===== src/design/bpc_pkg.sv =====
`default_nettype none

package bpc_pkg;

	localparam int RECIP_FRAC_BITS_DEF = 40;

	localparam int RAW_W      = 24;
	localparam int PRES_W     = 32;
	localparam int TEMP_W     = 24;
	localparam int CFG_DATA_W = 48;
	localparam int CFG_IDX_W  = 3;
	localparam int OSR_W      = 3;
	localparam int OSR_N      = 8;
	localparam int PIPE_DEPTH = 12;

	localparam int PS_W      = 40;
	localparam int C16_PROD_W = 56;
	localparam int C12_PROD_W = 52;
	localparam int IN3_W     = 57;
	localparam int TP_W      = 44;
	localparam int IN2_W     = 60;
	localparam int Q_W       = 64;
	localparam int T02_W     = 57;
	localparam int TQ_W      = 53;
	localparam int TQ10_W    = 57;
	localparam int SUM_W     = 66;

	localparam int MUL_EXT_W = 128;
	localparam int CLAMP_BIT = 94;

	localparam logic signed [Q_W-1:0] Q32_SAT_POS = 64'sh4000_0000_0000_0000;
	localparam logic signed [Q_W-1:0] Q32_SAT_NEG = 64'shC000_0000_0000_0000;

	localparam logic signed [PRES_W-1:0] PRES_MAX = 32'sh7FFF_FFFF;
	localparam logic signed [PRES_W-1:0] PRES_MIN = 32'sh8000_0000;
	localparam logic signed [TEMP_W-1:0] TEMP_MAX = 24'sh7F_FFFF;
	localparam logic signed [TEMP_W-1:0] TEMP_MIN = 24'sh80_0000;

	localparam logic [63:0] OSR_SCALE [OSR_N] = '{
		64'd524288, 64'd1572864, 64'd3670016, 64'd7864320,
		64'd253952, 64'd516096, 64'd1040384, 64'd2088960
	};

	localparam logic [CFG_IDX_W-1:0] REG_COEF_LO   = 3'd0;
	localparam logic [CFG_IDX_W-1:0] REG_COEF_MID  = 3'd1;
	localparam logic [CFG_IDX_W-1:0] REG_COEF_HI   = 3'd2;
	localparam logic [CFG_IDX_W-1:0] REG_PRES_OSR  = 3'd3;
	localparam logic [CFG_IDX_W-1:0] REG_TEMP_OSR  = 3'd4;

	typedef struct packed {
		logic signed [11:0] c0;
		logic signed [11:0] c1;
		logic signed [19:0] c00;
		logic signed [19:0] c10;
		logic signed [15:0] c01;
		logic signed [15:0] c11;
		logic signed [15:0] c20;
		logic signed [15:0] c21;
		logic signed [15:0] c30;
		logic [OSR_W-1:0]   posr;
		logic [OSR_W-1:0]   tosr;
	} coef_t;

endpackage

`default_nettype wire


===== src/design/bpc_mulq.sv =====
`default_nettype none

module bpc_mulq #(
	parameter int AW = 40,
	parameter int BW = 40
) (
	input  wire logic                         clk,
	input  wire logic [2:0]                   en,
	input  wire logic signed [AW-1:0]         a,
	input  wire logic signed [BW-1:0]         b,
	output logic signed [bpc_pkg::Q_W-1:0]    q
);
	import bpc_pkg::*;

	localparam int AL   = AW / 2;
	localparam int AH   = AW - AL;
	localparam int BL   = BW / 2;
	localparam int BH   = BW - BL;
	localparam int LL_W = AL + BL;
	localparam int LH_W = AL + BH + 1;
	localparam int HL_W = AH + BL + 1;
	localparam int HH_W = AH + BH;
	localparam int PW   = AW + BW;

	localparam logic signed [MUL_EXT_W-1:0] LIM =
		{{(MUL_EXT_W-CLAMP_BIT-1){1'b0}}, 1'b1, {CLAMP_BIT{1'b0}}};

	logic [AL-1:0]        a_lo;
	logic signed [AH-1:0] a_hi;
	logic [BL-1:0]        b_lo;
	logic signed [BH-1:0] b_hi;

	logic [LL_W-1:0]        p_ll_s1;
	logic signed [LH_W-1:0] p_lh_s1;
	logic signed [HL_W-1:0] p_hl_s1;
	logic signed [HH_W-1:0] p_hh_s1;
	logic signed [PW-1:0]   prod_s2;
	logic signed [Q_W-1:0]  q_s3;

	logic signed [MUL_EXT_W-1:0] ext;
	logic                        frac_nz;
	logic signed [Q_W-1:0]       q_d;

	assign a_lo = a[AL-1:0];
	assign a_hi = $signed(a[AW-1:AL]);
	assign b_lo = b[BL-1:0];
	assign b_hi = $signed(b[BW-1:BL]);

	always_ff @(posedge clk) begin
		if (en[0]) begin
			p_ll_s1 <= LL_W'(a_lo) * LL_W'(b_lo);
			p_lh_s1 <= LH_W'($signed({1'b0, a_lo})) * LH_W'(b_hi);
			p_hl_s1 <= HL_W'(a_hi) * HL_W'($signed({1'b0, b_lo}));
			p_hh_s1 <= HH_W'(a_hi) * HH_W'(b_hi);
		end
		if (en[1]) begin
			prod_s2 <= (PW'(p_hh_s1) <<< LL_W) + (PW'(p_lh_s1) <<< BL)
				+ (PW'(p_hl_s1) <<< AL) + PW'($signed({1'b0, p_ll_s1}));
		end
		if (en[2]) begin
			q_s3 <= q_d;
		end
	end

	always_comb begin
		ext     = {{(MUL_EXT_W-PW){prod_s2[PW-1]}}, prod_s2};
		frac_nz = |prod_s2[31:0];
		if (ext >= LIM) begin
			q_d = Q32_SAT_POS;
		end else if (ext <= -LIM) begin
			q_d = Q32_SAT_NEG - Q_W'(frac_nz);
		end else begin
			q_d = ext[Q_W+31:32];
		end
	end

	assign q = q_s3;

endmodule

`default_nettype wire


===== config.mk =====
export PLATFORM = sky130hd
export DESIGN_NAME = bpc_mulq
export DESIGN_NICKNAME = d
export VERILOG_FILES = /design/src/design/bpc_pkg.sv /design/src/design/bpc_mulq.sv
export SDC_FILE = /design/constraint.sdc
export NUM_CORES = 2
export LEC_CHECK = 0
export ABC_CLOCK_PERIOD_IN_PS = 7700
export BUFFER_PORTS_ARGS = -buffer_cell sky130_fd_sc_hd__buf_2
export CORE_MARGIN = 2
export CORE_UTILIZATION = 60
export CTS_CLUSTER_SIZE = 16
export DETAILED_ROUTE_END_ITERATION = 12
export PLACE_DENSITY = 0.88
export SETUP_SLACK_MARGIN = 0.02
export SLEW_MARGIN = 20
export SYNTH_ARGS = -nofsm -noshare
export SYNTH_HDL_FRONTEND = slang
export SYNTH_SLANG_ARGS = --single-unit

===== constraint.sdc =====
create_clock -name clk -period 7.7 [get_ports clk]
set_clock_uncertainty 0.1 [all_clocks]
set_input_delay 0.77 -clock clk [delete_from_list [all_inputs] [get_ports clk]]
set_output_delay 0.77 -clock clk [all_outputs]
set_load 0.1 [all_outputs]

==> impl_metrics.tcl <==
set metrics [dict create \
    status "finished clean" \
    setup_viol 0 \
    synth_xor_xnor_area_share 0.02441 \
    place_congestion 0.9910 \
    vias_per_cell 5.684 \
    tightest_slew_ps 1029 \
    synth-main-ff-cell "edfxtp_1" \
    die_h_um 337.5 \
    cts_tree "yes" \
    rows 122 \
    core_area_um2 110500 \
    synthSimpleGateAreaFrac 0.1489 \
    io_pins 148 \
    synth_compound_area_frac 0.05198 \
    num-nets-final 9415 \
    synth_area_um2 66730 \
    clkTransAtPathRegs_ps 60 \
    hp-start "prod_s2[48]" \
    start_kind "input port" \
    dieArea_um2 113900 \
    numClockSinks 240 \
    synth.top_cell.area_share 0.4326 \
    clock_latency_ps 570 \
    critical_path_arrival_ps 7700 \
    nFillCells 7898 \
    synthAdderAreaFrac 0.5567 \
    holdBufCountCts 0 \
    syn_to_final_growth_pct 9.576 \
    ys_seq_elements 240 \
    syn-num-nets 9116 \
    vias 49690 \
    synth_area_leader_cell "fa_1" \
    finalCritPeriodShare 0.9734 \
    reg2reg_from "p_ll_s1[21]" \
    htreeDepth 1 \
    min_path_type "flip-flop to flip-flop" \
    max_freq_mhz 133.4 \
    drt_iter0_drc 4599 \
    die_w_um 337.5 \
    drt_wl_total_um 180400 \
    clockBufferDepth 3 \
    drv_slew 0 \
    cts_root_buf "clkbuf_16" \
    drc 0 \
    yosysWarnings 0 \
    synthCells 6928 \
    wl_per_cell_um 20.64 \
    synth_top_family_by_area "adder cells" \
    cts_buffers 25 \
    slew_headroom 0.3123 \
    grt_pass1_wl_um 288200 \
    drive_gt1_frac 0.1026 \
    reg2reg_depth 15 \
    yosys-mux-area-fraction 0 \
    ys_types 81 \
    crit_type "input port to flip-flop" \
    synth.area.top_cells "fa_1 (43%), ha_1 (12%), edfxtp_1 (11%), inv_1 (8.7%), and2_1 (8.1%)" \
    final-hold-violation-count 0 \
    grt_max_degree 78 \
    ant_nets 0 \
    pre_cts_ws_ps -344.9 \
    syn_area_per_cell_um2 9.632 \
    grt-ovfl-total 0 \
    cp_max_fo 14 \
    required_ps 7900 \
    utilization 0.6616 \
    first_pass_iters 5 \
    rsz0062_at_grt "true" \
    antenna_found_initial 30 \
    grt_pass1_vias 54330 \
    drv_cap 0 \
    synth_edf_count 240 \
    cp-startpoint "b[4]" \
    grt.total_usage 0.3281 \
    min_period_ps 7495 \
    end_kind "flip-flop" \
    yosysSeqAreaShare 0.1080 \
    min_path_cells 0 \
    layout_setup_ws_ps 204.9 \
    async_flop_share 0 \
    io_buffers 147 \
    start_util 0.6038 \
    dp_hpwl_um 153000 \
]
## state kept, by name, indices dropped and copies added, names as in the netlist
| signal | cells |
|---|---|
| p_ll_s1 | 20 |
| p_lh_s1 | 41 |
| q | 50 |
| p_hl_s1 | 41 |
| prod_s2 | 48 |
| p_hh_s1 | 40 |
## worst max-delay path: stages
cell,delay [ps]
buf_2,380
buf_4,280
nand2_1,100
fa_1,540
fa_1,530
inv_1,50
fa_1,480
fa_1,520
fa_1,520
fa_1,510
inv_1,60
fa_1,480
inv_1,60
ha_1,330
a21o_1,210
a221o_1,360
a21oi_1,150
o21ai_1,120
and2_1,240
a211o_1,310
a31o_2,250
a21oi_1,170
xnor2_1,260
## path summary, 6_finish.rpt
check / to / slack (ps)
setup / recovery: p_ll_s1[38] / 200
hold / removal: q[16] / 320
hold reg to reg: q[16] / 320
setup reg to reg: prod_s2[79] / 2410
## cell type report
class                           count  area (um2)  share of cell area
Tap cell                         1488        1862             0.02546
Clock buffer                       28       636.9            0.008710
Sequential cell                   240        7207             0.09857
Antenna cell                       10       25.02           0.0003422
Multi-Input combinational cell   4747       52210              0.7141
Timing Repair Buffer              667        5206             0.07120
Clock inverter                     15       165.2            0.002259
Inverter                         1546        5803             0.07937
## routing by layer
metal | routed length [um] | vias to the layer above | GRT usage | share of wire
met5 | 186 | - | 0 | 0.0010
li1 | - | 21290 | - | -
met3 | 23870 | 693 | 0.1020 | 0.13
met2 | 81770 | 2861 | 0.5255 | 0.45
met1 | 65160 | 24810 | 0.4122 | 0.36
met4 | 9415 | 28 | 0.1420 | 0.052
## what timing repair did
| action | CTS | global route |
|---|---|---|
| setup buffers | 0 | 0 |
| resized for setup | 0 | 13 |
| endpoints found under the setup margin | 0 | 11 |
## Yosys cell counts (all sizes together) (3+ instances only)
library cell	n
and3	27
nand4	17
edfxtp	240
a221o	7
a211oi	15
ha	662
a21oi	152
buf	17
or2	8
a311oi	6
nand2b	54
a2111oi	4
a31oi	20
fa	1442
xnor2	133
inv	1545
o31ai	6
o21ba	3
o31a	3
nand3	26
a21o	105
xor2	53
a21boi	7
nor3b	4
nor4	6
a211o	8
and4	6
and2	859
o41ai	4
or3	7
nor2	115
o21bai	28
o21a	31
a221oi	6
nor2b	26
o21ai	76
o211ai	7
nor3	18
clkbuf	378
nand2	762
a31o	8
## placed cells by master, fill, tap and decap left out, types with 70 or more instances in the layout
master / instances
fa_1: 1442
inv_1: 1545
a21o_1: 105
o21ai_0: 70
a21oi_1: 151
xnor2_1: 133
buf_4: 477
ha_1: 662
buf_2: 140
and2_1: 859
nand2_1: 762
edfxtp_1: 240
nor2_1: 115
## per-stage QoR
stage               area (um2)  hold slack (ps)  std cells  TNS, ps
floorplan                66730            374.0       6928        0
global placement         72220            300.8       8687    -2806
detailed placement       72220            304.5       8687    -5582
CTS                      73020            319.2       8730        0
global route             73110            322.7       8736        0
finish                   73120            315.1       8741        0
## cells by family after synthesis
| logic type | Yosys count |
|---|---|
| DFF | 240 |
| AOI/OAI and AO/OA | 516 |
| and+or+nand+nor | 1941 |
| xor gates and xnor gates | 186 |
| adders and majority gates | 2104 |
| buffers and inverters | 1941 |
Power is not shown: default switching activity piles up to over one toggle a cycle in this logic, so the estimate is an artifact.
