[config.mk]
export PLATFORM = sky130hd
export DESIGN_NAME = bpc_coef
export DESIGN_NICKNAME = d
export VERILOG_FILES = /design/src/design/bpc_pkg.sv /design/src/design/bpc_coef.sv
export SDC_FILE = /design/constraint.sdc
export NUM_CORES = 1
export LEC_CHECK = 0
export BUFFER_PORTS_ARGS = -buffer_cell sky130_fd_sc_hd__buf_2
export CORE_UTILIZATION = 35
export CTS_CLUSTER_DIAMETER = 50
export CTS_CLUSTER_SIZE = 10
export DETAILED_ROUTE_END_ITERATION = 10
export SLEW_MARGIN = 40
export SYNTH_ARGS = -nofsm -noshare
export SYNTH_HDL_FRONTEND = slang
export SYNTH_SLANG_ARGS = --single-unit
export TNS_END_PERCENT = 30
[constraint.sdc]
create_clock -name clk -period 0.8 [get_ports clk]
set_input_delay 0.08 -clock clk [delete_from_list [all_inputs] [get_ports clk]]
set_output_delay 0.08 -clock clk [all_outputs]
set_load 0.1 [all_outputs]
[src/design/bpc_pkg.sv]
`default_nettype none

package bpc_pkg;

	localparam int RECIP_FRAC_BITS_DEF = 40;

	localparam int RAW_W      = 24;
	localparam int PRES_W     = 32;
	localparam int TEMP_W     = 24;
	localparam int CFG_DATA_W = 48;
	localparam int CFG_IDX_W  = 3;
	localparam int OSR_W      = 3;
	localparam int OSR_N      = 8;
	localparam int PIPE_DEPTH = 12;

	localparam int PS_W      = 40;
	localparam int C16_PROD_W = 56;
	localparam int C12_PROD_W = 52;
	localparam int IN3_W     = 57;
	localparam int TP_W      = 44;
	localparam int IN2_W     = 60;
	localparam int Q_W       = 64;
	localparam int T02_W     = 57;
	localparam int TQ_W      = 53;
	localparam int TQ10_W    = 57;
	localparam int SUM_W     = 66;

	localparam int MUL_EXT_W = 128;
	localparam int CLAMP_BIT = 94;

	localparam logic signed [Q_W-1:0] Q32_SAT_POS = 64'sh4000_0000_0000_0000;
	localparam logic signed [Q_W-1:0] Q32_SAT_NEG = 64'shC000_0000_0000_0000;

	localparam logic signed [PRES_W-1:0] PRES_MAX = 32'sh7FFF_FFFF;
	localparam logic signed [PRES_W-1:0] PRES_MIN = 32'sh8000_0000;
	localparam logic signed [TEMP_W-1:0] TEMP_MAX = 24'sh7F_FFFF;
	localparam logic signed [TEMP_W-1:0] TEMP_MIN = 24'sh80_0000;

	localparam logic [63:0] OSR_SCALE [OSR_N] = '{
		64'd524288, 64'd1572864, 64'd3670016, 64'd7864320,
		64'd253952, 64'd516096, 64'd1040384, 64'd2088960
	};

	localparam logic [CFG_IDX_W-1:0] REG_COEF_LO   = 3'd0;
	localparam logic [CFG_IDX_W-1:0] REG_COEF_MID  = 3'd1;
	localparam logic [CFG_IDX_W-1:0] REG_COEF_HI   = 3'd2;
	localparam logic [CFG_IDX_W-1:0] REG_PRES_OSR  = 3'd3;
	localparam logic [CFG_IDX_W-1:0] REG_TEMP_OSR  = 3'd4;

	typedef struct packed {
		logic signed [11:0] c0;
		logic signed [11:0] c1;
		logic signed [19:0] c00;
		logic signed [19:0] c10;
		logic signed [15:0] c01;
		logic signed [15:0] c11;
		logic signed [15:0] c20;
		logic signed [15:0] c21;
		logic signed [15:0] c30;
		logic [OSR_W-1:0]   posr;
		logic [OSR_W-1:0]   tosr;
	} coef_t;

endpackage

`default_nettype wire

[src/design/bpc_coef.sv]
`default_nettype none

module bpc_coef (
	input  wire logic                             clk,
	input  wire logic                             arst_n,
	input  wire logic                             cfg_we,
	input  wire logic [bpc_pkg::CFG_IDX_W-1:0]    cfg_index,
	input  wire logic [bpc_pkg::CFG_DATA_W-1:0]   cfg_wdata,
	output bpc_pkg::coef_t                        coef
);
	import bpc_pkg::*;

	logic [CFG_DATA_W-1:0] lo_q;
	logic [CFG_DATA_W-1:0] mid_q;
	logic [CFG_DATA_W-1:0] hi_q;
	logic [OSR_W-1:0]      posr_q;
	logic [OSR_W-1:0]      tosr_q;

	always_ff @(posedge clk or negedge arst_n) begin
		if (!arst_n) begin
			lo_q   <= '0;
			mid_q  <= '0;
			hi_q   <= '0;
			posr_q <= '0;
			tosr_q <= '0;
		end else if (cfg_we) begin
			case (cfg_index)
				REG_COEF_LO:  lo_q   <= cfg_wdata;
				REG_COEF_MID: mid_q  <= cfg_wdata;
				REG_COEF_HI:  hi_q   <= cfg_wdata;
				REG_PRES_OSR: posr_q <= cfg_wdata[OSR_W-1:0];
				REG_TEMP_OSR: tosr_q <= cfg_wdata[OSR_W-1:0];
				default: ;
			endcase
		end
	end

	always_comb begin
		coef.c0   = lo_q[47:36];
		coef.c1   = lo_q[35:24];
		coef.c00  = lo_q[23:4];
		coef.c10  = {lo_q[3:0], mid_q[47:32]};
		coef.c01  = mid_q[31:16];
		coef.c11  = mid_q[15:0];
		coef.c20  = hi_q[47:32];
		coef.c21  = hi_q[31:16];
		coef.c30  = hi_q[15:0];
		coef.posr = posr_q;
		coef.tosr = tosr_q;
	end

endmodule

`default_nettype wire

==> results.tsv, run 1 <==
stage	metric	value	unit
route	DR WL met2	9967	um
cells_and_area	register area	3941	um^2
yosys	register area share after synthesis	0.6472	
timing	final hold vios	0	
power_and_ir_drop	PwrDens	3655	nW/um^2
grt	GRT Overall Usage	0.2133	
timing	Worst Tran Pin Value	272.4	ps
flow_run	max_cap viols	0	
power_and_ir_drop	Power, Total	0.04688	W
route	Vias/cell	4.475	
timing	setup_tns	-65990	ps
clock_network	clock slew at reported path FFs	60	ps
yosys	Adder-Cell Fraction of Synth Area	0	
setup_path	Crit. End Element	output port	
route	Vias	4444	
route	highest metal used	met4	
floorplan	Die Y-Extent	130.7	um
yosys	xor/xnor share of the synthesized area	0	
grt	Overflow after GRT	0	
place	placed insts	860	
clock_network	CTS tree	built	
power_and_ir_drop	P_sw	0.02043	W
clock_network	root buffer cell	clkbuf_16	
floorplan	I/O pin count	204	
yosys	multiplexer share of the synthesized area	0.3172	
power_and_ir_drop	Sequential Power Share	0.238	
timing	period utilization	1.577	
route	met3 WL	917	um
grt	largest net degree at the start of global routing	41	
setup_path	crit path DAT	1180	ps
timing	Relative slew margins	0.8184	
cells_and_area	Multi-input gate area	2120	um^2
grt	first-pass GRT wire length	27060	um
route	drt initial violations	165	
setup_path	type of origin of the critical path	flip-flop	
route	post-route ant nets	0	
yosys	largest family of logic cells by synthesized area	multiplexers	
status	status	finished with violations	
setup_path	CP peak stage delay	480	ps
floorplan	die span in x	130.7	um
cells_and_area	commonest cells after routing, fill and taps aside	buf_12 (161), buf_6 (152), mux2_4 (94)	
floorplan	core outline area	16060	um^2
timing	fin. max-slew vios	0	
yosys	fraction of the mapped netlist area in simple logic gates	0.01208	
floorplan	Initial Utilization	0.3612	
cells_and_area	commonest non-fill, non-tap cell in the layout	buf_12	
route	WL final	17910	um
clock_network	clock buffer depth	2	
place	RD Place Congestion	0.7691	
clock_network	H-tree depth	4	
route	TritonRoute pass-1 iters	6	
route	wire per inst	18.03	um
yosys	syn nets	374	
clock_network	clock latency on the worst-skew pair	410	ps
floorplan	Die Footprint	17090	um^2
power_and_ir_drop	Logic pwr share	0.589	
clock_network	clock sinks	150	
cells_and_area	Ant. Diodes	0	
power_and_ir_drop	Net Sw Frac	0.4358	
clock_network	cts bufs inserted	17	
timing	Clock Skew	0	ps
yosys	Post-Syn Instances	320	
cells_and_area	share of post-route cells with drive strength above 1	0.8584	
setup_path	CP cell instances	buf_6 -> buf_12	
setup_path	Worst path slowest cell	dfrtp_4	
yosys	synthesized cell area	5799	um^2
timing	post-layout min period	1261	ps
setup_path	critical path class	reg -> out	
power_and_ir_drop	IR drop worst, VDD	2446	uV
hold_path	min-delay worst type	in -> reg	
power_and_ir_drop	internal power	0.02645	W
setup_path	WP data required	720	ps
cells_and_area	Syn-to-layout area delta	121.2	%
yosys	#FFs+latches synth	150	
timing	final setup fails	293	
timing	setup ws final	-461.3	ps
floorplan	num rows	46	
place	PortBufs	203	
power_and_ir_drop	Clock Power Share	0.173	
power_and_ir_drop	LEAKAGE	5.820	nW
cells_and_area	fin nets	819	
cells_and_area	final cell count without fillers	993	
yosys	Syn Area/Cell	18.12	um^2
route	residual DRC count	0	
grt	initial antenna violation count	0	
yosys	Synth Warn #	0	
place	hpwl dp	11850	um
yosys	Synth Area in Compound Gates	0	
route	DRT met1 WL	6713	um
timing	unrepaired setup endpoints after global routing	true	
setup_path	CP max FO	2	
cells_and_area	fill cell count	778	
grt	vias in the first global route	4977	
status	failing checks	negative setup slack	
yosys	Synth cell types	11	
timing	fmax	792.8	MHz
[cell usage after synthesis, drive strengths merged]
master,count,area share
buf,15,0.024
dfrtp,150,0.65
mux2,150,0.32
nand4b,1,0.0015
and4bb,3,0.0065
nor4b,1,0.0041
[power groups by stage]
stage	Clock (W)	Sequential, W	Combinational [W]
floorplan	0	0.0230	0.00202
detailed placement	0	0.0110	0.0253
CTS	0.00820	0.0111	0.0270
global placement	0	0.0109	0.0250
global route	0.00858	0.0114	0.0283
finish	0.00811	0.0112	0.0276
[cells by family (layout without fill, tap and decap cells)]
logic type             count (synthesis)  count (layout)
buffers and inverters                 15             472
DFF                                  150             150
muxes                                150             150
and+or+nand+nor                        5               5
[routing by layer]
layer  track usage  vias up
met3       0.06555       25
met5             0        -
met4       0.07370        0
met1        0.2369     2260
li1              -     2025
met2        0.3856      134
[cell type report]
| class | instances | share of cell area |
|---|---|---|
| repair buffers | 441 | 0.4598 |
| clock inverters | 12 | 0.01210 |
| well taps | 216 | 0.02107 |
| flip-flops and latches | 150 | 0.3073 |
| clock buffers | 19 | 0.03453 |
| multi-input cells | 155 | 0.1652 |
[worst paths after layout]
path,start,to,slack [ps],depth (start not counted)
min,cfg_wdata[2],posr_q[2],0.8,2
min reg2reg,mid_q[31],mid_q[31],530,1
max reg2reg,posr_q[2],posr_q[2],-260,3
min in group asynchronous,arst_n,lo_q[26],90,2
max,hi_q[13],coef[19],-460,2
max in group asynchronous,arst_n,mid_q[31],190,3
[registers in the layout, indices dropped and copies added, names as in the netlist]
| signal | count |
|---|---|
| tosr_q | 3 |
| mid_q | 48 |
| hi_q | 48 |
| lo_q | 48 |
| posr_q | 3 |
[worst max-delay path, delay by kind of cell, from the launching register on]
kind                   cells  cell delay, ps
buffers and inverters      2             280
DFF                        1             480
[repair_timing]
action	CTS	global route
setup endpoints to repair	295	297
endpoints found under the hold margin	293	0
buffers inserted	28	26
resized for setup	157	30
hold buffers	48	0
[stage by stage]
stage / cell area, um^2 / setup slack (ps) / hold slack [ps] / utilization
global placement: 10640 / -526.6 / -42.58 / 0.6628
CTS: 12520 / -480.7 / 4.058 / 0.7796
finish: 12830 / -461.3 / 0.8258 / 0.7988
floorplan: 6097 / -455.9 / -215.6 / -
detailed placement: 10640 / -569.3 / -38.88 / 0.6628
global route: 12830 / -498.4 / 6.627 / 0.7988
Note: power is estimated with default switching activity, not from simulation.
==> inputs of run 2 (changes only) <==
Settings changed: PLACE_DENSITY set to 0.62.
==> results.tsv, run 2 (synthesized netlist as in run 1, its figures left out) <==
stage	metric	value	unit	change
grt	met2 Resource Use GR	0.4171		+0.03143
power_and_ir_drop	Net Sw Frac	0.4301		-0.005702
cells_and_area	share of post-route cells with drive strength above 1	0.8568		-0.001652
grt	Overflow after GRT	0		unchanged
floorplan	Die Footprint	17090	um^2	unchanged
cells_and_area	Multi-input gate area	2146	um^2	+1.2%
route	TritonRoute pass-1 iters	4		-2
power_and_ir_drop	Power, Total	0.04752	W	+1.4%
flow_run	max_cap viols	0		unchanged
power_and_ir_drop	Clock Power Share	0.182		+0.009
route	Vias	4498		+1.2%
floorplan	Initial Utilization	0.3612		unchanged
setup_path	CP peak stage delay	490	ps	about the same
grt	largest net degree at the start of global routing	32		-22%
power_and_ir_drop	P_sw	0.02044	W	about the same
route	Vias/cell	4.507		+0.71%
power_and_ir_drop	Logic pwr share	0.582		-0.007
setup_path	Crit. Startpoint	hi_q[18]		
cells_and_area	Ant. Diodes	0		unchanged
floorplan	Die Y-Extent	130.7	um	unchanged
cells_and_area	commonest non-fill, non-tap cell in the layout	buf_12		
setup_path	critical path class	reg -> out		
status	status	finished with violations		
route	residual DRC count	0		unchanged
setup_path	Worst R2R Setup Slack	-250	ps	about the same
cells_and_area	Finished Cell Area	12920	um^2	+0.72%
grt	grt met3 use	0.05252		-0.01303
timing	post-layout min period	1267	ps	+5.262 ps
clock_network	clock buffer depth	2		unchanged
timing	final hold vios	0		unchanged
place	PortBufs	203		unchanged
grt	first-pass GRT wire length	28440	um	+5.1%
power_and_ir_drop	internal power	0.02708	W	+2.4%
setup_path	Reg2Reg Launch Point	posr_q[0]		
place	DP Area	10630	um^2	-0.14%
timing	Clock Skew	0	ps	unchanged
grt	Top Usage Layer GRT	met2		
cells_and_area	fill cell count	807		+3.7%
timing	Worst Tran Pin Value	349.7	ps	+77.33 ps
setup_path	crit path DAT	1190	ps	about the same
floorplan	core outline area	16060	um^2	unchanged
clock_network	cts bufs inserted	17		unchanged
timing	period utilization	1.583		+0.006578
clock_network	H-tree depth	4		unchanged
setup_path	worst reg-to-reg path cell count	3		unchanged
setup_path	Worst path slowest cell	dfrtp_4		
floorplan	I/O pin count	204		unchanged
power_and_ir_drop	IR drop worst, VDD	2572	uV	+5.2%
cells_and_area	commonest cells after routing, fill and taps aside	buf_12 (161), buf_6 (148), mux2_4 (101)		
power_and_ir_drop	Sequential Power Share	0.237		about the same
cells_and_area	final cell count without fillers	998		+0.50%
timing	final setup fails	290		-1.0%
grt	initial antenna violation count	0		unchanged
cells_and_area	Syn-to-layout area delta	122.8	%	
setup_path	Crit. End Element	output port		
setup_path	WP data required	720	ps	about the same
floorplan	num rows	46		unchanged
timing	fmax	789.5	MHz	-0.42%
grt	GRT Overall Usage	0.2256		+0.01230
timing	Relative slew margins	0.7669		-0.05155
timing	unrepaired setup endpoints after global routing	true		
clock_network	clock slew at reported path FFs	60	ps	about the same
setup_path	type of origin of the critical path	flip-flop		
place	placed insts	858		-0.23%
clock_network	clock latency on the worst-skew pair	410	ps	about the same
power_and_ir_drop	PwrDens	3678	nW/um^2	+0.64%
cells_and_area	fin nets	823		+0.49%
status	failing checks	negative setup slack		
route	post-route ant nets	0		unchanged
hold_path	min-delay worst type	in -> async		
clock_network	CTS tree	built		
clock_network	root buffer cell	clkbuf_16		
grt	M1 GR Usage	0.2440		+0.007054
place	hpwl dp	12290	um	+3.7%
cells_and_area	register area	3941	um^2	unchanged
place	RD Place Congestion	0.7648		-0.56%
timing	fin. max-slew vios	0		unchanged
route	drt initial violations	131		-21%
clock_network	clock sinks	150		unchanged
timing	setup ws final	-466.6	ps	-5.262 ps
power_and_ir_drop	LEAKAGE	5.896	nW	+1.3%
route	wire per inst	19.08	um	+5.8%
grt	vias in the first global route	5217		+4.8%
cells_and_area	Top Registers	hi_q x48, lo_q x48, mid_q x48		
floorplan	die span in x	130.7	um	unchanged
route	WL final	19040	um	+6.3%
setup_path	CP max FO	2		unchanged
setup_path	CP cell instances	buf_6 -> buf_12		
setup_path	Crit Reg-Reg Endpoint	posr_q[0]		
[run 2: cell types whose count changed in the layout (fill, tap and decap cells not counted), sizes merged]
cell	delta
dlygate4sd3	+1
buf	+3
clkinvlp	-4
clkbuf	+5
inv	-1
bufinv	+1
[run 2: stage by stage]
step / setup TNS (ps) / util / hold slack (ps) / setup slack [ps]
3_3_place_gp: -71520 / 0.6619 / -12.09 / -508.5
6_report: -65320 / 0.8046 / 127.2 / -466.6
4_1_cts: -64290 / 0.7821 / 121.5 / -474.9
5_1_grt: -71770 / 0.8046 / 132.4 / -499.3
2_1_floorplan: -63580 / - / -215.6 / -455.9
3_5_place_dp: -74780 / 0.6619 / -4.447 / -545.6
[run 2: worst max-delay path by stage]
stage                          end  slack, ps  cells after the start
after global placement    lo_q[39]       -510                      5
after CTS                  coef[8]       -470                      2
after floorplan            hi_q[9]       -460                      1
after global routing      coef[24]       -500                      2
after detailed placement   lo_q[4]       -550                      5
final                     coef[24]       -470                      2
[run 2: layer usage]
layer | share of wire | vias up
met5 | 0 | -
met4 | 0.026 | 0
met3 | 0.045 | 31
met2 | 0.56 | 141
met1 | 0.37 | 2298
li1 | - | 2028
[run 2: critical path: cells and delay by family, from the launching register on]
| kind | cells | cell delay, ps |
|---|---|---|
| buf+inv | 2 | 280 |
| flops | 1 | 490 |
[run 2: power by group through the flow]
stage / sequential (W) / combinational, W / clock [W]
final: 0.0113 / 0.0276 / 0.00863
after global routing: 0.0114 / 0.0283 / 0.00911
after CTS: 0.0111 / 0.0269 / 0.00877
after detailed placement: 0.0110 / 0.0251 / 0
after global placement: 0.0109 / 0.0248 / 0
after floorplan: 0.0230 / 0.00202 / 0
[run 2: cell type report]
class	instances	area share
sequential	150	0.3051
tap	216	0.02092
timing repair buffer	445	0.4581
clock inverter	8	0.01104
multi-input combinational	155	0.1661
clock buffer	24	0.03883
[run 2: timing repair]
| action | CTS | global route |
|---|---|---|
| hold buffers | 49 | 0 |
| setup buffers | 37 | 22 |
| pin swaps | 0 | 0 |
| cloned | 0 | 0 |
| resized for setup | 139 | 52 |
| hold endpoints to repair | 300 | 0 |
| endpoints found under the setup margin | 296 | 297 |
