## src/design/bpc_dly.sv

```systemverilog
`default_nettype none

module bpc_dly #(
	parameter int W = 8,
	parameter int N = 2
) (
	input  wire logic          clk,
	input  wire logic [N-1:0]  en,
	input  wire logic [W-1:0]  d,
	output logic      [W-1:0]  q
);

	logic [W-1:0] line_q [N];

	always_ff @(posedge clk) begin
		if (en[0]) begin
			line_q[0] <= d;
		end
		for (int i = 1; i < N; i++) begin
			if (en[i]) begin
				line_q[i] <= line_q[i-1];
			end
		end
	end

	assign q = line_q[N-1];

endmodule

`default_nettype wire

```

## config.mk

```make
export PLATFORM = sky130hd
export DESIGN_NAME = bpc_dly
export DESIGN_NICKNAME = d
export VERILOG_FILES = /design/src/design/bpc_dly.sv
export SDC_FILE = /design/constraint.sdc
export NUM_CORES = 1
export LEC_CHECK = 0
export BUFFER_PORTS_ARGS = -buffer_cell sky130_fd_sc_hd__buf_2
export CAP_MARGIN = 20
export CELL_PAD_IN_SITES_DETAIL_PLACEMENT = 1
export CELL_PAD_IN_SITES_GLOBAL_PLACEMENT = 2
export CORE_ASPECT_RATIO = 0.8
export CORE_MARGIN = 2
export CORE_UTILIZATION = 32
export CTS_CLUSTER_SIZE = 8
export DETAILED_ROUTE_END_ITERATION = 10
export HOLD_SLACK_MARGIN = 0.12
export PLACE_DENSITY = 0.85
export SYNTH_ARGS = -nofsm -noshare
export SYNTH_HDL_FRONTEND = slang
export SYNTH_SLANG_ARGS = --single-unit
```

## constraint.sdc

```tcl
create_clock -name clk -period 0.8 [get_ports clk]
set_input_delay 0.16 -clock clk [delete_from_list [all_inputs] [get_ports clk]]
set_output_delay 0.16 -clock clk [all_outputs]
set_load 0.005 [all_outputs]
```

==> results.sh, run 1 <==
export IMPL_startpoint_type="flip-flop"
export IMPL_min_period_ns=0.9400
export IMPL_grt_antenna_before_repair=0
export IMPL_critPathCaptureType="primary output"
export IMPL_globalplace_congestion=0.5763
export IMPL_grtUsageMet1_pct=8.372
export IMPL_num_vias=243
export IMPL_clkSinkCount=16
export IMPL_wl_um=699
export IMPL_min_from="en[1]"
export IMPL_ctsResizeCount=0
export IMPL_p_comb_share_pct=6.5
export IMPL_pwr_share_clk_pct=26.1
export IMPL_power_switching_mw=0.2656
export IMPL_insertion_delay_ns=0.26
export IMPL_tightest_slew_ns=0.1776
export IMPL_maxCapViolations=0
export IMPL_synth_area_leaders="edfxtp_1 89%, buf_4 11%"
export IMPL_cts_buffer_depth=2
export IMPL_power_internal_mw=1.225
export IMPL_grt_use_met2_pct=13.33
export IMPL_p_leak_nw=0.2746
export IMPL_cp_top_family="flip-flops"
export IMPL_skew_ns=0.0006206
export IMPL_detail_route_antenna_nets=0
export IMPL_syn_inst=24
export IMPL_die_y_um=40.76
export IMPL_synth_cell_type_count=2
export IMPL_ir_drop_mv=1.131
export IMPL_timing_fmax_ghz=1.064
export IMPL_largest_reg_flops=16
export IMPL_nNetsFinal=58
export IMPL_syn_nets=35
export IMPL_path_class="reg2out"
export IMPL_avgSynthCellArea_um2=22.52
export IMPL_drt_wirelength_per_cell_um=10.43
export IMPL_dr_pass1_iters=1
export IMPL_final_max_slew_violation_count=0
export IMPL_multi_input_cells=0
export IMPL_start_util_pct=33.57
export IMPL_synth_top_area_cell="edfxtp_1"
export IMPL_largest_registers="line_q x16"
export IMPL_cp_data_arrival_time_ns=0.78
export IMPL_cts_clk_slew_worst_paths_ns=0.09
export IMPL_layout_setup_ws_ns=-0.1400
export IMPL_drc_errors=0
export IMPL_grt_pass1_wl_um=1028
export IMPL_largest_register="line_q"
export IMPL_rows=13
export IMPL_die_w_um=49.95
export IMPL_rsz0062_at_grt="yes"
export IMPL_cp_cell_sequence="buf_2"
export IMPL_num_antenna_cells=0
export IMPL_synth_seq_cells=16
export IMPL_ctsHtreeMaxLevel=1
export IMPL_cts_setup_buffers=0
export IMPL_io_pins=19
export IMPL_slew_headroom_pct=88.16
export IMPL_fin_cells=67
export IMPL_cts_buffers=3
export IMPL_grt_pass1_vias=218
export IMPL_slowest_delay_ns=0.38
export IMPL_synth_warnings=0
export IMPL_period_share_pct=117.5
export IMPL_yosysTopAreaCellShare_pct=88.89
export IMPL_place_ws_ns=0.1442
export IMPL_reg2reg_from="line_q[0][4]"
export IMPL_finalHoldViolations=0
export IMPL_core_area_um2=1610
export IMPL_avgViaCountPerCell=3.627
export IMPL_synth_seq_area_share_pct=88.89
export IMPL_failed_checks="setup timing"
export IMPL_seqPwrFrac_pct=67.4
export IMPL_crit_start="line_q[0][12]"
export IMPL_syn_to_final_growth_pct=29.63
export IMPL_crit_slowest_cell="edfxtp_1"
export IMPL_use_met3_pct=1.825
export IMPL_crit_fanout=1
export IMPL_hold_path_class="in2reg"
export IMPL_cts_root_buf="clkbuf_4"
export IMPL_grt_total_usage_pct=7.601
export IMPL_multi_input_area_um2=0
export IMPL_worst_path_stages=1
export IMPL_placedCellCount=56
export IMPL_cts_tree="yes"
export IMPL_r2r_cells=0
export IMPL_synth_area_um2=540.5
export IMPL_drtIter0Drc=0
export IMPL_switching_share_pct=17.82
export IMPL_grt_busiest_layer="met2"
export IMPL_drive_above_1_share_pct=46.67
export IMPL_io_buffers=18
export IMPL_dieArea_um2=2036
export IMPL_setup_viol=9
export IMPL_outcome="finished, violations left"
export IMPL_min_path_cells=1
export IMPL_fillers=155
export IMPL_overflow=0
export IMPL_worst_path_buf_inv=1
export IMPL_cp_required_ns=0.64
export IMPL_grt_max_degree=9
export IMPL_powerDensity_nw_per_um2=2128
[cell type report]
type / count / area (um^2) / area share (%)
Clock buffer: 3 / 22.52 / 3.214
Tap cell: 22 / 27.53 / 3.929
Timing Repair Buffer: 26 / 170.2 / 24.29
Sequential cell: 16 / 480.5 / 68.57
[stage by stage]
stage / TNS (ns) / utilization (%) / hold WS [ns] / power (mW) / area (um^2)
after global placement: 0 / 37.14 / 0.3384 / 1.088 / 598.1
after floorplan: 0 / - / 0.2589 / 1.062 / 540.5
after detailed placement: 0 / 37.14 / 0.3389 / 1.092 / 598.1
after CTS: -1.046 / 43.51 / 0.2171 / 1.497 / 700.7
after global routing: -1.292 / 43.51 / 0.2179 / 1.555 / 700.7
final: -0.9688 / 43.51 / 0.2120 / 1.491 / 700.7
[logic make-up (layout without fill, tap and decap cells)]
kind of cell           after synthesis  in the layout  share of synthesized area [%]
DFF                                 16             16                          88.89
buffers and inverters                8             29                          11.11
[power by group through the flow]
| stage | clock network (mW) | logic (mW) | registers (mW) |
|---|---|---|---|
| final | 0.389 | 0.0967 | 1.00 |
| after global placement | 0 | 0.0645 | 1.02 |
| after detailed placement | 0 | 0.0665 | 1.03 |
| after global routing | 0.439 | 0.106 | 1.01 |
| after CTS | 0.395 | 0.0959 | 1.01 |
| after floorplan | 0 | 0.0398 | 1.02 |
[final timing paths]
path	end	slack (ns)
setup reg to reg	line_q[0][12]	0.18
hold reg to reg	line_q[0][15]	0.42
setup / recovery	q[4]	-0.14
hold / removal	line_q[0][14]	0.21
[per-layer routing]
layer,share of wire [%],routed length [um]
met5,0,0
met1,40,281
met4,0,0
met2,52,363
met3,7.7,54
[synthesized netlist by cell type, drive strengths merged]
master and count:
edfxtp 16, buf 8
[placed cells by master, fill, tap and decap left out]
cell and instances:
buf_2 18, clkbuf_4 3, dlygate4sd3_1 8, edfxtp_1 16
[what timing repair did]
| action | CTS | global route |
|---|---|---|
| hold endpoints to repair | 8 | 0 |
| hold buffers | 8 | 0 |
| cloned | 0 | 0 |
| endpoints found under the setup margin | 8 | 8 |
No activity file was read; power rests on OpenSTA's default activity.
==> run 2, diff against run 1 <==
--- a/config.mk
+++ b/config.mk
@@ -12,6 +12,7 @@
 export CORE_ASPECT_RATIO = 0.8
 export CORE_MARGIN = 2
 export CORE_UTILIZATION = 32
+export CTS_BUF_LIST = sky130_fd_sc_hd__clkbuf_16
 export CTS_CLUSTER_SIZE = 8
 export DETAILED_ROUTE_END_ITERATION = 10
 export HOLD_SLACK_MARGIN = 0.12
==> results.sh, run 2 (synthesis gave the netlist of run 1 again) <==
export IMPL_worst_path_buf_inv=1
export IMPL_ctsResizeCount=0
export IMPL_cts_buffer_depth=2
export IMPL_ir_drop_mv=1.737
export IMPL_grt_antenna_before_repair=0
export IMPL_grt_pass1_wl_um=834
export IMPL_tightest_slew_ns=0.1671
export IMPL_crit_slowest_cell="edfxtp_1"
export IMPL_num_antenna_cells=0
export IMPL_cts_tree="yes"
export IMPL_core_area_um2=1610
export IMPL_multi_input_area_um2=0
export IMPL_fin_area_um2=673.1
export IMPL_drt_wirelength_per_cell_um=9.458
export IMPL_path_class="reg2out"
export IMPL_grt_max_degree=9
export IMPL_syn_to_final_growth_pct=24.54
export IMPL_cp_top_family="flip-flops"
export IMPL_cts_clk_slew_worst_paths_ns=0.05
export IMPL_p_leak_nw=0.2644
export IMPL_hold_path_class="in2reg"
export IMPL_grt_pass1_vias=204
export IMPL_crit_fanout=1
export IMPL_insertion_delay_ns=0.24
export IMPL_outcome="finished, violations left"
export IMPL_avgViaCountPerCell=3.729
export IMPL_rsz0062_at_grt="yes"
export IMPL_fillers=156
export IMPL_dieArea_um2=2036
export IMPL_cts_root_buf="clkbuf_16"
export IMPL_period_share_pct=112.7
export IMPL_min_period_ns=0.9015
export IMPL_fin_setup_tns_ns=-0.6248
export IMPL_powerDensity_nw_per_um2=2965
export IMPL_io_pins=19
export IMPL_failed_checks="setup timing"
export IMPL_start_util_pct=33.57
export IMPL_layout_commonest_cell="buf_2"
export IMPL_die_y_um=40.76
export IMPL_rows=13
export IMPL_cts_buffers=3
export IMPL_finalHoldViolations=0
export IMPL_drive_above_1_share_pct=56.76
export IMPL_cp_cell_sequence="buf_2"
export IMPL_cts_setup_buffers=0
export IMPL_cp_data_arrival_time_ns=0.74
export IMPL_overflow=0
export IMPL_drc_errors=0
export IMPL_timing_fmax_ghz=1.109
export IMPL_slew_headroom_pct=88.86
export IMPL_globalplace_congestion=0.5763
export IMPL_die_w_um=49.95
export IMPL_ctsHtreeMaxLevel=1
export IMPL_post_dp_cell_area_um2=598.1
export IMPL_largest_reg_flops=16
export IMPL_setup_viol=8
export IMPL_final_cell_mix="18 x buf_2, 16 x edfxtp_1, 3 x clkbuf_16"
export IMPL_critPathCaptureType="primary output"
export IMPL_largest_register="line_q"
export IMPL_clkSinkCount=16
export IMPL_slowest_delay_ns=0.37
export IMPL_largest_registers="line_q x16"
export IMPL_layout_setup_ws_ns=-0.1015
export IMPL_wl_um=558
export IMPL_skew_ns=0.0008929
export IMPL_register_area_um2=480.5
export IMPL_fin_cells=59
export IMPL_multi_input_cells=0
export IMPL_startpoint_type="flip-flop"
export IMPL_dr_pass1_iters=1
export IMPL_final_max_slew_violation_count=0
export IMPL_holdWs_ns=0.09251
export IMPL_placedCellCount=56
export IMPL_drtIter0Drc=0
export IMPL_detail_route_antenna_nets=0
export IMPL_nNetsFinal=50
export IMPL_cp_required_ns=0.64
export IMPL_p_total_mw=1.996
export IMPL_maxCapViolations=0
export IMPL_num_vias=220
export IMPL_grt_total_usage_pct=6.498
export IMPL_io_buffers=18
run 2: cell count changes in the layout (fill, tap and decap cells not counted), sizes merged:
cell,delta
dlygate4sd3,-8
run 2: final cells by class:
cell class              instances  area share (%)
repair buffers                 18           13.38
well taps                      22           4.089
flip-flops and latches         16           71.38
clock buffers                   3           11.15
run 2: path summary, 6_finish.rpt:
| kind | endpoint | slack (ns) | start | cells after the start |
|---|---|---|---|---|
| max | q[4] | -0.10 | line_q[0][12] | 1 |
| min | line_q[0][3] | 0.09 | d[3] | 1 |
| max reg2reg | line_q[0][12] | 0.18 | line_q[0][4] | 0 |
| min reg2reg | line_q[0][15] | 0.41 | line_q[0][7] | 0 |
run 2: power breakdown:
part / switching, mW / leakage [nW] / total, mW / internal, mW
Clock: 0.270 / 0.0370 / 0.922 / 0.652
Sequential: 0.0121 / 0.157 / 1.01 / 0.997
Combinational: 0.0311 / 0.0708 / 0.0647 / 0.0336
run 2: stage by stage:
step / utilization, % / worst slack [ns]
3_3_place_gp: 37.14 / 0.1592
6_report: 41.80 / -0.1015
4_1_cts: 41.80 / -0.1061
2_1_floorplan: - / 0.1729
3_5_place_dp: 37.14 / 0.1442
5_1_grt: 41.80 / -0.1170
run 2: layer usage:
metal | global-route usage (%) | vias to the layer above | wire length [um]
met1 | 6.032 | 97 | 207
li1 | - | 106 | -
met2 | 9.333 | 15 | 258
met4 | 6.250 | 0 | 14
met3 | 5.109 | 2 | 78
met5 | 0 | - | 0
==> run 3, diff against run 2 <==
--- a/config.mk
+++ b/config.mk
@@ -9,14 +9,12 @@
 export CAP_MARGIN = 20
 export CELL_PAD_IN_SITES_DETAIL_PLACEMENT = 1
 export CELL_PAD_IN_SITES_GLOBAL_PLACEMENT = 2
-export CORE_ASPECT_RATIO = 0.8
-export CORE_MARGIN = 2
-export CORE_UTILIZATION = 32
+export CORE_UTILIZATION = 34
 export CTS_BUF_LIST = sky130_fd_sc_hd__clkbuf_16
 export CTS_CLUSTER_SIZE = 8
 export DETAILED_ROUTE_END_ITERATION = 10
 export HOLD_SLACK_MARGIN = 0.12
-export PLACE_DENSITY = 0.85
+export PLACE_DENSITY = 0.89
 export SYNTH_ARGS = -nofsm -noshare
 export SYNTH_HDL_FRONTEND = slang
 export SYNTH_SLANG_ARGS = --single-unit
==> constraint.sdc (replaced) <==
create_clock -name clk -period 1.1 [get_ports clk]
set_input_delay 0.22 -clock clk [delete_from_list [all_inputs] [get_ports clk]]
set_output_delay 0.22 -clock clk [all_outputs]
set_load 0.005 [all_outputs]
==> results.sh, run 3 (synthesis gave the netlist of run 1 again) <==
export IMPL_hold_path_class="in2reg"
export IMPL_cp_cell_sequence="buf_2"
export IMPL_syn_to_final_growth_pct=23.84
export IMPL_final_max_slew_violation_count=0
export IMPL_path_class="reg2out"
export IMPL_largest_register="line_q"
export IMPL_final_util_pct=44.96
export IMPL_grt_pass1_vias=248
export IMPL_final_cell_mix="18 x buf_2, 16 x edfxtp_1, 3 x clkbuf_16, 1 x clkinv_1"
export IMPL_cp_data_arrival_time_ns=0.74
export IMPL_io_buffers=18
export IMPL_outcome="finished, final reports clean"
export IMPL_p_leak_nw=0.2659
export IMPL_detail_route_antenna_nets=0
export IMPL_critPathCaptureType="primary output"
export IMPL_overflow=0
export IMPL_largest_registers="line_q x16"
export IMPL_cts_tree="yes"
export IMPL_min_path_cells=1
export IMPL_layout_commonest_cell="buf_2"
export IMPL_finalHoldViolations=0
export IMPL_min_period_ns=0.9595
export IMPL_num_antenna_cells=0
export IMPL_die_y_um=41.87
export IMPL_cts_buffers=3
export IMPL_nNetsFinal=50
export IMPL_p_total_mw=1.470
export IMPL_timing_fmax_ghz=1.042
export IMPL_start_util_pct=36.30
export IMPL_powerDensity_nw_per_um2=2195
export IMPL_crit_fanout=1
export IMPL_setup_viol=0
export IMPL_ctsResizeCount=0
export IMPL_wl_um=659
export IMPL_startpoint_type="flip-flop"
export IMPL_ir_drop_mv=0.7913
export IMPL_placedCellCount=50
export IMPL_hold_buffers=0
export IMPL_cp_required_ns=0.88
export IMPL_num_vias=237
export IMPL_slowest_delay_ns=0.36
export IMPL_dr_pass1_iters=1
export IMPL_worst_path_buf_inv=1
export IMPL_rrSetupSlack_ns=0.46
export IMPL_skew_ns=0.002562
export IMPL_cp_top_family="flip-flops"
export IMPL_hold_end="line_q[0][5]"
export IMPL_cts_setup_buffers=0
export IMPL_rsz0062_at_grt="no"
export IMPL_tightest_slew_ns=0.1688
export IMPL_min_from="d[5]"
export IMPL_io_pins=19
export IMPL_core_area_um2=1489
export IMPL_slew_headroom_pct=88.75
export IMPL_worst_path_stages=1
export IMPL_maxCapViolations=0
export IMPL_crit_slowest_cell="edfxtp_1"
export IMPL_clkSinkCount=16
export IMPL_grt_max_degree=10
export IMPL_die_w_um=41.87
export IMPL_drtIter0Drc=0
export IMPL_cts_buffer_depth=2
export IMPL_r2r_cells=0
export IMPL_grt_antenna_before_repair=0
export IMPL_grt_total_usage_pct=9.209
export IMPL_avgViaCountPerCell=4.389
export IMPL_largest_reg_flops=16
export IMPL_globalplace_congestion=0.5801
export IMPL_period_share_pct=87.23
export IMPL_multi_input_cells=0
export IMPL_drc_errors=0
export IMPL_insertion_delay_ns=0.24
export IMPL_fin_setup_tns_ns=0
export IMPL_rows=14
export IMPL_reg2reg_from="line_q[0][5]"
export IMPL_multi_input_area_um2=0
export IMPL_cts_root_buf="clkbuf_16"
export IMPL_drt_wirelength_per_cell_um=12.20
export IMPL_ctsHtreeMaxLevel=1
export IMPL_drive_above_1_share_pct=55.26
export IMPL_cts_clk_slew_worst_paths_ns=0.05
export IMPL_dieArea_um2=1753
export IMPL_reg2reg_to="line_q[0][13]"
export IMPL_fin_cells=54
export IMPL_grt_pass1_wl_um=1076
## run 3: cell types whose count changed in the layout (fill, tap and decap cells not counted), sizes merged
cell    delta
clkinv     +1
## run 3: final cells by class
| class | instances | area [um^2] |
|---|---|---|
| well taps | 16 | 20.02 |
| clock inverters | 1 | 3.754 |
| flip-flops and latches | 16 | 480.5 |
| repair buffers | 18 | 90.09 |
| fillers | 141 | 819.5 |
| clock buffers | 3 | 75.07 |
## run 3: worst max-delay path by stage
stage                     slack, ns            to     startpoint
after floorplan                0.41          q[0]   line_q[0][8]
after detailed placement       0.38  line_q[0][3]          en[0]
after global placement         0.40  line_q[0][1]          en[0]
final                          0.14          q[0]   line_q[0][8]
after global routing           0.12          q[6]  line_q[0][14]
after CTS                      0.13          q[0]   line_q[0][8]
## run 3: where the power goes
group | internal, mW | switching [mW] | total [mW]
Clock | 0.480 | 0.206 | 0.686
Combinational | 0.0244 | 0.0222 | 0.0466
Sequential | 0.725 | 0.0116 | 0.737
## run 3: per-layer routing
metal / share of wire, % / vias to the layer above / global-route usage [%]
li1: - / 108 / -
met1: 33 / 105 / 8.235
met2: 49 / 21 / 14.37
met3: 14 / 3 / 5.652
met4: 4.1 / 0 / 7.742
met5: 0 / - / 0
## run 3: metrics by stage
step,hold slack (ns),setup slack (ns),cell area (um^2)
final,0.1491,0.1405,669.4
after global routing,0.1468,0.1175,669.4
after CTS,0.1473,0.1283,669.4
after detailed placement,0.3987,0.3810,590.6
after global placement,0.3999,0.3986,590.6
after floorplan,0.3189,0.4129,540.5
